**src/sv/stt_pkg.sv**
```systemverilog
// Shared types and codes of the software timer table.
package stt_pkg;

	// Command codes on the cmd field
	localparam logic [3:0] CMD_TICK      = 4'd0;
	localparam logic [3:0] CMD_NEW       = 4'd1;
	localparam logic [3:0] CMD_UPDATE    = 4'd2;
	localparam logic [3:0] CMD_UPD_NEW   = 4'd3;
	localparam logic [3:0] CMD_FREE      = 4'd4;
	localparam logic [3:0] CMD_FREE_OWN  = 4'd5;
	localparam logic [3:0] CMD_PAUSE     = 4'd6;
	localparam logic [3:0] CMD_RESUME    = 4'd7;
	localparam logic [3:0] CMD_READ      = 4'd8;

	// Result kinds
	localparam logic [1:0] KIND_EXPIRY = 2'd0;
	localparam logic [1:0] KIND_READ   = 2'd1;
	localparam logic [1:0] KIND_ACK    = 2'd2;

	// Status codes
	localparam logic [1:0] ST_OK       = 2'd0;
	localparam logic [1:0] ST_NO_KEY   = 2'd1;
	localparam logic [1:0] ST_FULL     = 2'd2;

	// Most results reported for one tick
	localparam logic [4:0] MAX_RES = 5'd16;

	typedef enum logic [2:0] {
		S_IDLE,
		S_RD,
		S_EV,
		S_ACT,
		S_FLUSH
	} state_t;

	// Controller to datapath
	typedef struct packed {
		logic load;
		logic eval;
		logic next_slot;
		logic act;
		logic flush;
	} ctrl_cmd_t;

	// Datapath to controller
	typedef struct packed {
		logic scan_last;
		logic ev_block;
		logic pend_v;
	} dp_stat_t;

	// One result word
	typedef struct packed {
		logic [1:0]  kind;
		logic [1:0]  status;
		logic [3:0]  slot;
		logic [7:0]  owner;
		logic [7:0]  event_code;
		logic        func;
		logic [15:0] rem;
	} res_t;

endpackage

```
**src/sv/stt_ctrl.sv**
```systemverilog
// Controller state machine of the software timer table.
module stt_ctrl (
	input  logic                 clk,
	input  logic                 arst_n,
	input  logic                 in_valid,
	output logic                 in_ready,
	output stt_pkg::ctrl_cmd_t   cmd,
	input  stt_pkg::dp_stat_t    stat
);
	stt_pkg::state_t state_q, state_d;

	// State register
	always_ff @(posedge clk or negedge arst_n) begin
		if (!arst_n) begin
			state_q <= stt_pkg::S_IDLE;
		end else begin
			state_q <= state_d;
		end
	end

	// Next state and commands
	always_comb begin
		state_d = state_q;
		cmd = '0;
		in_ready = 1'b0;
		case (state_q)
			stt_pkg::S_IDLE: begin
				in_ready = 1'b1;
				if (in_valid) begin
					cmd.load = 1'b1;
					state_d = stt_pkg::S_RD;
				end
			end
			stt_pkg::S_RD: begin
				state_d = stt_pkg::S_EV;
			end
			stt_pkg::S_EV: begin
				cmd.eval = 1'b1;
				if (!stat.ev_block) begin
					if (stat.scan_last) begin
						state_d = stt_pkg::S_ACT;
					end else begin
						cmd.next_slot = 1'b1;
						state_d = stt_pkg::S_RD;
					end
				end
			end
			stt_pkg::S_ACT: begin
				cmd.act = 1'b1;
				state_d = stt_pkg::S_FLUSH;
			end
			stt_pkg::S_FLUSH: begin
				cmd.flush = 1'b1;
				if (!stat.pend_v || !stat.ev_block) begin
					state_d = stt_pkg::S_IDLE;
				end
			end
			default: begin
				state_d = stt_pkg::S_IDLE;
			end
		endcase
	end

	// Check scan sequencing
	a_load_to_rd: assert property (@(posedge clk) disable iff (!arst_n)
		cmd.load |=> state_q == stt_pkg::S_RD)
		else $error("load did not start a scan");
	a_rd_to_ev: assert property (@(posedge clk) disable iff (!arst_n)
		state_q == stt_pkg::S_RD |=> state_q == stt_pkg::S_EV)
		else $error("read not followed by evaluate");
	a_flush_done: assert property (@(posedge clk) disable iff (!arst_n)
		(state_q == stt_pkg::S_FLUSH && !stat.pend_v) |=> in_ready)
		else $error("flush did not return to idle");
endmodule

```
**config.mk**
```make
export PLATFORM = sky130hd
export DESIGN_NAME = stt_ctrl
export DESIGN_NICKNAME = d
export VERILOG_FILES = /design/src/sv/stt_pkg.sv /design/src/sv/stt_ctrl.sv
export SDC_FILE = /design/constraint.sdc
export NUM_CORES = 1
export LEC_CHECK = 0
export BUFFER_PORTS_ARGS = -buffer_cell sky130_fd_sc_hd__buf_2
export CORE_AREA = 2 2 39 41
export DETAILED_ROUTE_END_ITERATION = 12
export DIE_AREA = 0 0 41 43
export GPL_ROUTABILITY_DRIVEN = 0
export PLACE_DENSITY = 0.42
export SYNTH_ARGS = -nofsm -noshare
export SYNTH_HDL_FRONTEND = slang
export SYNTH_SLANG_ARGS = --single-unit
```
**constraint.sdc**
```tcl
create_clock -name clk -period 1.5 [get_ports clk]
set_clock_uncertainty 0.1 [all_clocks]
set_input_delay 0.3 -clock clk [delete_from_list [all_inputs] [get_ports clk]]
set_output_delay 0.3 -clock clk [all_outputs]
set_load 0.01 [all_outputs]
```
======== After elaboration in Yosys (flattened, before gate mapping) ========
Index checks and enable logic that the tools add are counted.
cells by class
  eq/ne operators ......................... 7
  muxes and demuxes ....................... 13
  reductions and logical operators ........ 5
operator list
  cell                  number
  $pmux W3 S5           1
  $mux W3               3
  $mux W1               7
  $eq A3 B2 Y1 const B  2
  $ne A2 B2 Y1 const B  3
  $mux W2               2
  $eq A3 B1 Y1 const B  1
  $eq A3 B3 Y1 const B  1
  $logic_not A3 Y1      1
  $reduce_and A3 Y1     1
  $logic_not A1 Y1      2
  $logic_or A1 B1 Y1    1
word-level totals
  register bits after elaboration ......... 3
  output and inout bits ................... 6

======== Logic depth before layout (Yosys ltp) ========
  depth after elaboration ................. 4
  mapped depth ............................ 3

======== Worst setup path after synthesis ========
No wires, ideal clock.
  path type ............................... reg2out
  from .................................... reg state_q[0]
  to ...................................... out cmd[4] (netlist name)
  data arrival time ....................... 1.007 ns
  data required time ...................... 1.100 ns
  path slack .............................. 0.093 ns
  stages on the path, launching flop included .. 3
  path buffers ............................ 0
  cells stage by stage .................... dfrtp_1 > nor3_1 > and2_1
RTL lines
  item                    line            RTL
  from (decl)             stt_ctrl.sv:10  stt_pkg::state_t state_q, state_d;
  from (signal assigned)  stt_ctrl.sv:15  state_q <= stt_pkg::S_IDLE;
  from (signal assigned)  stt_ctrl.sv:17  state_q <= state_d;
  to (decl)               stt_ctrl.sv:7   output stt_pkg::ctrl_cmd_t cmd,

==> results.py <==
metrics = {
    "pwr": {
        "switchingPower_w": 0.000257,
        "p_int_w": 0.000422,
        "ir_drop_v": 0.000520,
        "p_per_area_nw_per_um2": 1960,
        "pwr-share-seq_pct": 29.4,
        "power.total_w": 0.000678,
        "power_leakage_nw": 0.161,
        "p_comb_share_pct": 50.3,
        "clkPwrFrac_pct": 20.4,
        "p_sw_share_pct": 37.8,
    },
    "finish": {
        "nets": 43,
        "drive_gt1_share_pct": 72.2,
        "largest_reg_flops": 3,
        "layout_common_cells": "buf_2 (11), clkbuf_4 (3), dfrtp_2 (3)",
        "final_cell_area_um2": 345,
        "top_regs": "state_q: 3 flops",
        "regMostFlops": "state_q",
        "final_common_cell": "buf_2",
        "fillers": 170,
        "diodes": 0,
        "area_growth_pct": 78.1,
    },
    "sta": {
        "hold_violations": 0,
        "period_share_pct": 107,
        "fmax_mhz": 625,
        "maxSlewViolCount": 0,
        "setup_slack_ps": -99.0,
        "worst_pin_slew_ps": 164,
        "final.min_clock_period_ps": 1600,
        "slew_headroom_pct": 89.0,
        "finalSetupViolCount": 4,
        "rsz0062_at_grt": "yes",
    },
    "die": {
        "die_w_um": 41,
        "coreArea_um2": 1380,
        "die_height_um": 43,
        "num_rows": 14,
        "start_util_pct": 14.0,
        "io_pins": 12,
        "die_area_um2": 1760,
    },
    "route": {
        "drtIter0Drc": 0,
        "routed-via-count": 202,
        "postRouteAntennaNets": 0,
        "first_pass_iters": 1,
        "drt-wirelength-per-cell_um": 10.2,
        "finalWirelength_um": 528,
        "drc": 0,
        "vias_per_cell": 3.88,
    },
    "synth": {
        "netlist_instances": 18,
        "seq_area_frac_synth_pct": 38.7,
        "synthesis.area_um2": 194,
        "ys_types": 12,
        "yosysWarnings": 0,
        "synth.avg_cell_area_um2": 10.8,
        "synth-seq-cells": 3,
        "synthesis.nets": 24,
    },
    "status": {
        "status": "finished with violations",
        "violations": "negative setup slack",
    },
    "worst_setup_path": {
        "cp_num_buf_inv": 1,
        "cp-start-kind": "register",
        "cp-end-kind": "output pin",
        "crit_start": "state_q[2]",
        "path_cells": "nor3b_4 > nor3b_2 > buf_2",
        "critical_path_arrival_ps": 1200,
        "cp_slowest_cell": "dfrtp_2",
        "critPathMaxFanout": 4,
        "cp.required_ps": 1100,
        "path_class": "register to output pin",
        "critPathTopFamily": "flip-flops",
        "r2r_start": "state_q[2]",
        "critPathMaxStageDelay_ps": 440,
    },
    "clock_network": {
        "clk_path_buf_depth": 2,
        "cts_tree": "yes",
        "clk_pin_slew_worst_paths_ps": 40,
        "cts.sinks": 3,
        "cts_root_buf": "clkbuf_4",
        "cts-htree-levels": 1,
        "clk_latency_ps": 230,
        "cts-buffers-inserted": 3,
    },
    "min_path": {
        "hp-start": "stat[0]",
        "min_path_type": "primary input to register",
    },
    "global_routing": {
        "grt_pass1_vias": 186,
        "antenna_found_initial": 0,
        "grt_pass1_wl_um": 724,
        "grt_overflow": 0,
        "grt_util_all_layers_pct": 6.64,
        "grt_start_max_net_pins": 8,
    },
    "placed_design": {
        "hpwl_um": 359,
        "postPlaceCellArea_um2": 262,
        "portBuffers": 11,
    },
    "run": {
        "cap_violations": 0,
    },
}
synthesized netlist by cell type:
cell      instances  area, um2
a21oi_1           1       5.00
a31o_1            1       8.76
and2_1            1       6.26
buf_4             1       7.51
dfrtp_1           3       75.1
inv_1             1       3.75
inv_2             1       3.75
mux2i_1           1       10.0
nand2b_1          1       6.26
nor3_1            2       10.0
nor3b_2           4       50.1
o211ai_1          1       7.51
power groups by stage:
| stage | Sequential [W] | Clock (W) | Combinational (W) |
|---|---|---|---|
| 4_1_cts | 0.000187 | 0.000148 | 0.000269 |
| 2_1_floorplan | 0.000172 | 0 | 0.000168 |
| 3_5_place_dp | 0.000187 | 0 | 0.000240 |
| 3_3_place_gp | 0.000187 | 0 | 0.000240 |
| 6_report | 0.000199 | 0.000138 | 0.000341 |
| 5_1_grt | 0.000208 | 0.000150 | 0.000380 |
stage by stage:
step / std cells / setup TNS, ps / utilization (%) / hold WS, ps / setup slack, ps
6_report: 52 / -279 / 25.0 / 224 / -99.0
5_1_grt: 52 / -581 / 25.0 / 241 / -189
4_1_cts: 50 / -208 / 22.3 / 223 / -82.2
3_5_place_dp: 44 / 0 / 18.9 / -0.563 / 136
3_3_place_gp: 44 / 0 / 18.9 / -0.786 / 131
2_1_floorplan: 18 / 0 / - / -95.6 / 92.7
area by class of cell:
class	instances	area, um2	share of cell area [%]
Clock buffer	4	26.3	7.61
Tap cell	16	20.0	5.80
Sequential cell	3	78.8	22.8
Inverter	2	7.51	2.17
Timing Repair Buffer	15	91.3	26.4
Multi-Input combinational cell	12	121	35.1
logic make-up (layout without fill, tap and decap cells):
kind of cell | after synthesis | in the layout | share of synthesized area (%)
and+or+nand+nor | 8 | 8 | 37.4
AOI/OAI and AO/OA | 3 | 3 | 11.0
DFF | 3 | 3 | 38.7
buffers and inverters | 3 | 21 | 7.74
muxes | 1 | 1 | 5.16
metal layers:
layer | vias to the layer above | global-route usage, % | wire, um
met5 | - | 0 | 0
li1 | 99 | - | -
met4 | 0 | 8.00 | 0
met3 | 0 | 1.57 | 61
met2 | 12 | 7.81 | 252
met1 | 91 | 8.41 | 214
path summary, 6_finish.rpt:
path / end / slack (ps) / cells past startpoint
min in group asynchronous: state_q[2] / 290 / 2
min: state_q[2] / 220 / 2
max: cmd[2] / -100 / 3
min reg2reg: state_q[0] / 420 / 1
max reg2reg: state_q[2] / 340 / 3
max in group asynchronous: state_q[0] / 890 / 2
worst register-to-register path: cells and delay by family, from the launching register on:
family,cells,cell delay [ps]
and+or+nand+nor,1,150
buffers and inverters,1,130
AOI/OAI and AO/OA,1,220
DFF,1,440
timing repair:
| item | 4_1_cts | 5_1_grt |
|---|---|---|
| hold buffers | 1 | 0 |
| pin swaps | 0 | 3 |
| gates resized for setup | 3 | 4 |
| endpoints found under the setup margin | 3 | 5 |
| cloned | 0 | 0 |
| hold endpoints to repair | 3 | 0 |
| setup buffers | 1 | 2 |
Power figures use the tool's default switching activity.
